===== src/rtl/isms_pkg.sv =====
// package for the interval set merge/split unit
// holds default sizes, port field widths and command/status codes
// no dependencies
package isms_pkg;

   localparam int DEPTH_DEF      = 16;
   localparam int VALUE_BITS_DEF = 32;

   // fixed widths of the port fields
   localparam int FIELD_BITS  = 32;
   localparam int STATUS_BITS = 2;
   localparam int COUNT_BITS  = 5;

   // command codes
   localparam logic CMD_ADD    = 1'b0;
   localparam logic CMD_REMOVE = 1'b1;

   // status codes
   localparam logic [STATUS_BITS-1:0] STATUS_OK       = 2'd0;
   localparam logic [STATUS_BITS-1:0] STATUS_BAD_ARGS = 2'd1;
   localparam logic [STATUS_BITS-1:0] STATUS_FULL     = 2'd2;

endpackage


===== src/rtl/isms_ram.sv =====
// generic simple dual port ram, one write port and one registered read port
// no dependencies
module isms_ram #(
   parameter int WIDTH = 64,
   parameter int DEPTH = 32
) (
   input  logic                     clock,
   input  logic                     wr_en,
   input  logic [$clog2(DEPTH)-1:0] wr_addr,
   input  logic [WIDTH-1:0]         wr_data,
   input  logic                     rd_en,
   input  logic [$clog2(DEPTH)-1:0] rd_addr,
   output logic [WIDTH-1:0]         rd_data
);

   logic [WIDTH-1:0] mem [DEPTH];
   logic [WIDTH-1:0] rd_data_ff;

   // write port
   always_ff @(posedge clock) begin
      if (wr_en) begin
         mem[wr_addr] <= wr_data;
      end
   end

   // registered read, held while not enabled
   always_ff @(posedge clock) begin
      if (rd_en) begin
         rd_data_ff <= mem[rd_addr];
      end
   end

   assign rd_data = rd_data_ff;

endmodule


===== src/rtl/interval_set_merge_split_unit.sv =====
// top level of the interval set merge/split unit
// depends on isms_pkg and isms_ram
//
// Keeps a sorted table of disjoint closed intervals. The req_ channel takes
// a command (add or remove) with bounds lo and hi; the rsp_ channel returns
// one result per command: status, entry count and the lowest and highest
// value of the set (both 0 when the set is empty).
// The table lives in one ram holding two banks. A command streams the
// current bank, one entry per cycle while no split or insertion holds the
// stream, through a merge/cut stage and writes the new table into the
// other bank; the banks swap only on success, so a full table is left
// untouched. A split or an insertion in front of an entry holds the read
// stream while the extra piece is written. At most DEPTH entries are
// stored. Reversed bounds skip the table pass. One command is worked on
// at a time; the next one is taken in the cycle after the previous one
// has moved into the result register. Reset empties the set at once, no
// clearing pass. A stalled receiver holds the result in the output
// register; a following command is still taken and worked through, then
// waits until the result is taken.
module interval_set_merge_split_unit #(
   parameter int DEPTH      = isms_pkg::DEPTH_DEF,
   parameter int VALUE_BITS = isms_pkg::VALUE_BITS_DEF
) (
   input  logic                                  clock,
   input  logic                                  reset,
   input  logic                                  req_valid,
   output logic                                  req_ready,
   input  logic                                  req_cmd,
   input  logic signed [isms_pkg::FIELD_BITS-1:0] req_lo,
   input  logic signed [isms_pkg::FIELD_BITS-1:0] req_hi,
   output logic                                  rsp_valid,
   input  logic                                  rsp_ready,
   output logic [isms_pkg::STATUS_BITS-1:0]      rsp_status,
   output logic [isms_pkg::COUNT_BITS-1:0]       rsp_entry_count,
   output logic signed [isms_pkg::FIELD_BITS-1:0] rsp_set_low,
   output logic signed [isms_pkg::FIELD_BITS-1:0] rsp_set_high
);

   import isms_pkg::*;

   localparam int VB   = VALUE_BITS;
   localparam int AW   = (DEPTH > 1) ? $clog2(DEPTH) : 1;
   localparam int CW   = $clog2(DEPTH + 1);
   localparam int WCW  = $clog2(DEPTH + 2);
   localparam int RAMD = 2 << AW;

   localparam logic [1:0] ST_IDLE = 2'd0;
   localparam logic [1:0] ST_RUN  = 2'd1;
   localparam logic [1:0] ST_DONE = 2'd2;

   logic [1:0]            state_ff, state_in;
   logic                  cmd_ff, bad_ff;
   logic signed [VB-1:0]  lo_ff, hi_ff;
   logic signed [VB-1:0]  nl_ff, nl_in, nu_ff, nu_in;
   logic                  placed_ff, placed_in, second_ff, second_in;
   logic [CW-1:0]         rd_ptr_ff, rd_ptr_in;
   logic                  d_vld_ff, d_vld_in;
   logic [WCW-1:0]        wr_cnt_ff, wr_cnt_in;
   logic signed [VB-1:0]  first_l_ff, first_l_in, last_u_ff, last_u_in;
   logic [CW-1:0]         count_ff;
   logic                  bank_ff;
   logic signed [VB-1:0]  low_ff, high_ff;
   logic                  rsp_valid_ff;
   logic [STATUS_BITS-1:0] rsp_status_ff;
   logic [CW-1:0]         rsp_count_ff;
   logic signed [VB-1:0]  rsp_low_ff, rsp_high_ff;

   logic                  re, we, emit, consume, finish, fail;
   logic signed [VB-1:0]  w_l, w_u, e_l, e_u;
   logic [2*VB-1:0]       rd_data;
   logic signed [VB:0]    e_l_x, e_u_x, lo_x, hi_x;
   logic                  has_l, has_r, overlap;
   logic signed [VB-1:0]  in_lo, in_hi;

   assign in_lo = VB'(req_lo);
   assign in_hi = VB'(req_hi);

   // table storage, two banks selected by the top address bit
   isms_ram #(
      .WIDTH(2 * VB),
      .DEPTH(RAMD)
   ) u_ram (
      .clock  (clock),
      .wr_en  (we),
      .wr_addr({~bank_ff, wr_cnt_ff[AW-1:0]}),
      .wr_data({w_l, w_u}),
      .rd_en  (re),
      .rd_addr({bank_ff, rd_ptr_ff[AW-1:0]}),
      .rd_data(rd_data)
   );

   assign e_l   = rd_data[2*VB-1:VB];
   assign e_u   = rd_data[VB-1:0];
   assign e_l_x = (VB+1)'(e_l);
   assign e_u_x = (VB+1)'(e_u);
   assign lo_x  = (VB+1)'(lo_ff);
   assign hi_x  = (VB+1)'(hi_ff);

   // cut pieces for remove
   assign overlap = !(e_u < lo_ff) && !(e_l > hi_ff);
   assign has_l   = e_l < lo_ff;
   assign has_r   = e_u > hi_ff;

   // streaming merge/cut step
   always_comb begin
      nl_in     = nl_ff;
      nu_in     = nu_ff;
      placed_in = placed_ff;
      second_in = second_ff;
      emit      = 1'b0;
      w_l       = e_l;
      w_u       = e_u;
      consume   = 1'b0;
      finish    = 1'b0;
      if (d_vld_ff) begin
         if (cmd_ff == CMD_ADD) begin
            priority if (placed_ff) begin
               emit    = 1'b1;
               consume = 1'b1;
            end else if (e_u_x + 1 < lo_x) begin
               emit    = 1'b1;
               consume = 1'b1;
            end else if (hi_x + 1 < e_l_x) begin
               // new interval goes in front of this entry
               emit      = 1'b1;
               w_l       = nl_ff;
               w_u       = nu_ff;
               placed_in = 1'b1;
            end else begin
               if (e_l < nl_ff) nl_in = e_l;
               if (e_u > nu_ff) nu_in = e_u;
               consume = 1'b1;
            end
         end else begin
            priority if (!overlap) begin
               emit    = 1'b1;
               consume = 1'b1;
            end else if (second_ff) begin
               emit      = 1'b1;
               w_l       = hi_ff + 1'b1;
               second_in = 1'b0;
               consume   = 1'b1;
            end else if (has_l && has_r) begin
               // split: left piece now, right piece next cycle
               emit      = 1'b1;
               w_u       = lo_ff - 1'b1;
               second_in = 1'b1;
            end else if (has_l) begin
               emit    = 1'b1;
               w_u     = lo_ff - 1'b1;
               consume = 1'b1;
            end else if (has_r) begin
               emit    = 1'b1;
               w_l     = hi_ff + 1'b1;
               consume = 1'b1;
            end else begin
               consume = 1'b1;
            end
         end
      end else if (rd_ptr_ff == count_ff) begin
         finish = 1'b1;
         if (cmd_ff == CMD_ADD && !placed_ff) begin
            emit = 1'b1;
            w_l  = nl_ff;
            w_u  = nu_ff;
         end
      end else begin
         consume = 1'b1;
      end
      if (state_ff != ST_RUN) begin
         emit    = 1'b0;
         consume = 1'b0;
         finish  = 1'b0;
      end
   end

   // read pointer and write side
   always_comb begin
      re         = consume && (rd_ptr_ff != count_ff);
      rd_ptr_in  = rd_ptr_ff + CW'(re);
      d_vld_in   = consume ? re : d_vld_ff;
      we         = emit && (wr_cnt_ff < WCW'(DEPTH));
      wr_cnt_in  = wr_cnt_ff + WCW'(emit);
      first_l_in = (emit && wr_cnt_ff == '0) ? w_l : first_l_ff;
      last_u_in  = emit ? w_u : last_u_ff;
      fail       = wr_cnt_ff > WCW'(DEPTH);
   end

   // sequencer
   always_comb begin
      state_in = state_ff;
      unique case (state_ff)
         ST_IDLE: if (req_valid) state_in = (in_lo > in_hi) ? ST_DONE : ST_RUN;
         ST_RUN:  if (finish) state_in = ST_DONE;
         ST_DONE: if (!rsp_valid_ff || rsp_ready) state_in = ST_IDLE;
         default: state_in = ST_IDLE;
      endcase
   end

   assign req_ready = (state_ff == ST_IDLE) && !reset;

   // control registers
   always_ff @(posedge clock) begin
      if (reset) begin
         state_ff     <= ST_IDLE;
         count_ff     <= '0;
         bank_ff      <= 1'b0;
         rsp_valid_ff <= 1'b0;
         d_vld_ff     <= 1'b0;
         placed_ff    <= 1'b0;
         second_ff    <= 1'b0;
         rd_ptr_ff    <= '0;
         wr_cnt_ff    <= '0;
      end else begin
         state_ff <= state_in;
         if (state_ff == ST_DONE && (!rsp_valid_ff || rsp_ready)) rsp_valid_ff <= 1'b1;
         else if (rsp_ready) rsp_valid_ff <= 1'b0;
         unique case (state_ff)
            ST_IDLE: begin
               d_vld_ff  <= 1'b0;
               placed_ff <= 1'b0;
               second_ff <= 1'b0;
               rd_ptr_ff <= '0;
               wr_cnt_ff <= '0;
            end
            ST_RUN: begin
               d_vld_ff  <= d_vld_in;
               placed_ff <= placed_in;
               second_ff <= second_in;
               rd_ptr_ff <= rd_ptr_in;
               wr_cnt_ff <= wr_cnt_in;
            end
            ST_DONE: begin
               if (!rsp_valid_ff || rsp_ready) begin
                  if (!bad_ff && !fail) begin
                     count_ff <= CW'(wr_cnt_ff);
                     bank_ff  <= ~bank_ff;
                  end
               end
            end
            default: ;
         endcase
      end
   end

   // payload registers
   always_ff @(posedge clock) begin
      if (state_ff == ST_IDLE && req_valid) begin
         cmd_ff <= req_cmd;
         lo_ff  <= in_lo;
         hi_ff  <= in_hi;
         nl_ff  <= in_lo;
         nu_ff  <= in_hi;
         bad_ff <= in_lo > in_hi;
      end else if (state_ff == ST_RUN) begin
         nl_ff <= nl_in;
         nu_ff <= nu_in;
      end
      if (state_ff == ST_RUN) begin
         first_l_ff <= first_l_in;
         last_u_ff  <= last_u_in;
      end
      if (state_ff == ST_DONE && (!rsp_valid_ff || rsp_ready)) begin
         if (bad_ff) begin
            rsp_status_ff <= STATUS_BAD_ARGS;
            rsp_count_ff  <= count_ff;
            rsp_low_ff    <= low_ff;
            rsp_high_ff   <= high_ff;
         end else if (fail) begin
            rsp_status_ff <= STATUS_FULL;
            rsp_count_ff  <= count_ff;
            rsp_low_ff    <= low_ff;
            rsp_high_ff   <= high_ff;
         end else begin
            rsp_status_ff <= STATUS_OK;
            rsp_count_ff  <= CW'(wr_cnt_ff);
            rsp_low_ff    <= (wr_cnt_ff == '0) ? '0 : first_l_ff;
            rsp_high_ff   <= (wr_cnt_ff == '0) ? '0 : last_u_ff;
         end
      end
      // bounds of the committed set
      if (reset) begin
         low_ff  <= '0;
         high_ff <= '0;
      end else if (state_ff == ST_DONE && (!rsp_valid_ff || rsp_ready) && !bad_ff && !fail) begin
         low_ff  <= (wr_cnt_ff == '0) ? '0 : first_l_ff;
         high_ff <= (wr_cnt_ff == '0) ? '0 : last_u_ff;
      end
   end

   // result port
   assign rsp_valid       = rsp_valid_ff;
   assign rsp_status      = rsp_status_ff;
   assign rsp_entry_count = COUNT_BITS'(rsp_count_ff);
   assign rsp_set_low     = FIELD_BITS'(rsp_low_ff);
   assign rsp_set_high    = FIELD_BITS'(rsp_high_ff);

endmodule

===== config.mk =====
export PLATFORM = sky130hd
export DESIGN_NAME = interval_set_merge_split_unit
export DESIGN_NICKNAME = d
export VERILOG_FILES = /design/src/rtl/isms_pkg.sv /design/src/rtl/isms_ram.sv /design/src/rtl/interval_set_merge_split_unit.sv
export SDC_FILE = /design/constraint.sdc
export NUM_CORES = 2
export LEC_CHECK = 0
export BUFFER_PORTS_ARGS = -buffer_cell sky130_fd_sc_hd__buf_4
export CAP_MARGIN = 10
export CORE_ASPECT_RATIO = 1.2
export CORE_UTILIZATION = 25
export CTS_BUF_LIST = sky130_fd_sc_hd__clkbuf_16
export DETAILED_ROUTE_END_ITERATION = 6
export GPL_TIMING_DRIVEN = 1
export SKIP_LAST_GASP = 1
export SYNTH_ARGS = -nofsm -noshare
export SYNTH_HDL_FRONTEND = slang
export SYNTH_SLANG_ARGS = --single-unit

===== constraint.sdc =====
create_clock -name clock -period 12.4 [get_ports clock]
set_input_delay 2.48 -clock clock [delete_from_list [all_inputs] [get_ports clock]]
set_output_delay 2.48 -clock clock [all_outputs]
set_load 0.05 [all_outputs]

==> flow_summary_export.csv <==
group,metric,value,unit
sta,hold_viol,0,
pwr,power.leakage,37.5,nW
placement,dpl_cell_area,113000,um2
run_status,violations,"design-rule violations",
layout,area_growth,15.9,%
routing,drc_errors,11,
critical_path,critPathMaxStageDelay,0.99,ns
pwr,ir_drop,110,uV
layout,drive_gt1_frac,0.248,
critical_path,critical_path_buf_inv_count,5,
routing,routed_wl,302000,um
sta,worst_slew_margin_rel,0.173,
global_route,grt_pass1_vias,56152,
die,start_util,0.252,
cts,cts_tree,"built",
run,cap_viol_max_count,0,
logic_synthesis,synthXorXnorAreaFrac,0.00852,
logic_synthesis,seq_area_frac_synth,0.704,
logic_synthesis,synth.distinct_cells,84,
logic_synthesis,yosysWarnings,0,
cts,ctsHtreeMaxLevel,4,
pwr,power_density,145,nW/um2
routing,vias_per_cell,4.86,
sta,period_minus_slack,8.19,ns
cts,clockBufferDepth,4,
layout,nFillCells,40393,
critical_path,crit_arrival,8.69,ns
routing,postRouteAntennaNets,0,
logic_synthesis,postSynthAreaPerCell,18.4,um2
cts,clock_sinks,2463,
logic_synthesis,yosys_register_bits,2463,
logic_synthesis,synthArstFlopShare,0,
critical_path,cp_data_required_time,12.90,ns
sta,setup_viol_count_final,0,
logic_synthesis,synth_fa_ha_area_frac,0.0353,
layout,stdcell_area,120000,um2
routing,vias,56142,
logic_synthesis,synthMuxAreaShare,0.153,
routing,drt-initial-drc-count,6339,
sta,fin_tns_setup,0,ns
placement,place_congestion,0.909,
critical_path,crit_slowest_cell,"nor4_2",
layout,layout_common_cells,"2377 x edfxtp_1, 640 x mux4_2, 370 x nand2_1, 325 x buf_4, 293 x ha_1",
cts,hold_buffers,0,
placement,place_hpwl,192000,um
logic_synthesis,synth-compound-area-share,0.0392,
sta,period_share,0.661,
run_status,outcome,"finished with violations",
logic_synthesis,synth_top_family_by_area,"multiplexers",
global_route,antenna_found_initial,18,
cts,clkSlewWorstSetupHoldPaths,0.06,ns
cts,cts_made_buffers,224,
die,dieHeight,708,um
die,ios,142,
cts,insertion_delay,0.90,ns
logic_synthesis,synth_simple_gate_area_share,0.0407,
cts,clock_tree.root_cell,"clkbuf_16",
logic_synthesis,syn_inst,5649,
critical_path,crit_family,"simple AND/OR/NAND/NOR gates",
global_route,grt_pass1_wl,425000,um
logic_synthesis,synth_edf_count,2377,
cts,post_cts_buffers,0,
sta,worst_pin_slew,1.24,ns
sta,rsz0062_at_grt,"false",
pwr,finalPower,17.4,mW
critical_path,critical_path.startpoint_type,"register",
sta,max_freq,122,MHz
layout,final_nets,6276,
logic_synthesis,synth.cell_area,104000,um2
min_path,min_path_type,"reg -> reg",
critical_path,end_kind,"register",
sta,slew_violations,0,
critical_path,crit_path_max_fanout,30,
sta,fin_worst_skew,0.0973,ns
logic_synthesis,synth_nets,6011,
global_route,track_usage,0.141,
global_route,overflow,0,
critical_path,crit_top_cell,"buf_4",
global_route,grt_max_degree,134,
logic_synthesis,ys.flop_type,"edfxtp_1",
cts,cts.repair.resized,0,
routing,wl_per_cell,26.2,um
layout,final_common_cell,"edfxtp_1",
die,placementRows,258,
critical_path,crit_chain,"nand4_1, nor2_1, inv_1, nor3_1, nand3_1, xnor2_1, ha_1, and4_1, a221o_1, a2111o_1, a311oi_2, nor2_1, nand4_2, a31oi_4, buf_4, buf_4, nor4_2, buf_4, buf_4",
critical_path,path_class,"reg -> reg",
die,fp.coreArea,413000,um2
placement,port_buffers,141,
die,die_w,590,um
die,die-area,418000,um2
routing,firstDrtPassIters,7,
==> cell families after synthesis <==
| logic type | Yosys count |
|---|---|
| and+or+nand+nor | 875 |
| DFF | 2463 |
| AOI/OAI and AO/OA | 633 |
| buffers and inverters | 509 |
| xor gates and xnor gates | 101 |
| adders and majority gates | 293 |
| muxes | 775 |
==> layout make-up <==
type | count | area (um2) | share of cell area
Antenna cell | 6 | 15.0 | 0.000125
Timing Repair Buffer | 341 | 2720 | 0.0226
Multi-Input combinational cell | 2677 | 29600 | 0.246
Sequential cell | 2463 | 73100 | 0.608
Clock inverter | 177 | 1490 | 0.0124
Tap cell | 5460 | 6830 | 0.0568
Clock buffer | 228 | 5710 | 0.0474
Inverter | 207 | 779 | 0.00648
==> cells in the mapped netlist (58+ instances only) <==
library cell	n	area [um2]
clkbuf_1	197	739
nand4_1	58	363
nand3_1	110	551
edfxtp_1	2377	71400
o21ai_0	167	836
nor2_1	116	435
nand2_1	371	1390
mux4_2	640	14400
mux2i_1	67	671
nor3_1	68	340
ha_1	293	3670
xnor2_1	81	709
dfxtp_1	86	1720
buf_1	71	267
inv_1	204	766
a21oi_1	199	996
mux2_2	68	766
==> registers in the layout (all words and copies together), names as in the netlist, 2 cells and up <==
name             count
lo_ff               32
high_ff             32
u_ram.rd_data       64
wr_cnt_ff            5
u_ram.mem         2048
hi_ff               32
first_l_ff          32
rsp_status           2
low_ff              32
count_ff             5
nu_ff               32
state_ff             2
rsp_entry_count      5
last_u_ff           32
rd_ptr_ff            5
rsp_set_high        32
nl_ff               32
rsp_set_low         32
==> metrics by stage <==
stage,hold slack [ns],worst slack [ns],util,cells
2_1_floorplan,0.437,1.26,-,5649
3_3_place_gp,0.442,4.37,0.274,11138
3_5_place_dp,0.447,4.22,0.274,11140
4_1_cts,0.456,4.20,0.291,11545
5_1_grt,0.471,3.82,0.292,11554
6_report,0.455,4.21,0.292,11559
==> path summary, 6_finish.rpt <==
path / from / to / slack, ns / cells past startpoint
max: hi_ff[0] / u_ram.mem[10][50] / 4.21 / 19
min: high_ff[19] / high_ff[19] / 0.45 / 2
max reg2reg: hi_ff[0] / u_ram.mem[10][50] / 4.21 / 19
min reg2reg: high_ff[19] / high_ff[19] / 0.45 / 2
==> where the power goes <==
| group | internal [mW] | switching, mW | total, mW | leakage, nW |
|---|---|---|---|---|
| sequential | 9.35 | 0.0551 | 9.41 | 22.2 |
| combinational | 0.267 | 0.820 | 1.09 | 11.5 |
| clock | 3.82 | 3.10 | 6.92 | 3.68 |
| total | 13.4 | 3.98 | 17.4 | 37.5 |
==> worst min-delay path: cells and delay by family (launching register included) <==
family / cells / cell delay, ns
compound gates: 1 / 0.05
simple gates: 1 / 0.05
flops: 1 / 0.31
==> per-layer routing <==
| metal | global-route usage | up-vias | share of wire |
|---|---|---|---|
| met1 | 0.182 | 29877 | 0.40 |
| met4 | 0.0528 | 4 | 0.040 |
| met3 | 0.0152 | 525 | 0.063 |
| met2 | 0.242 | 2316 | 0.49 |
| li1 | - | 23420 | - |
| met5 | 0 | - | 0.000086 |
Power figures use the tool's default switching activity.
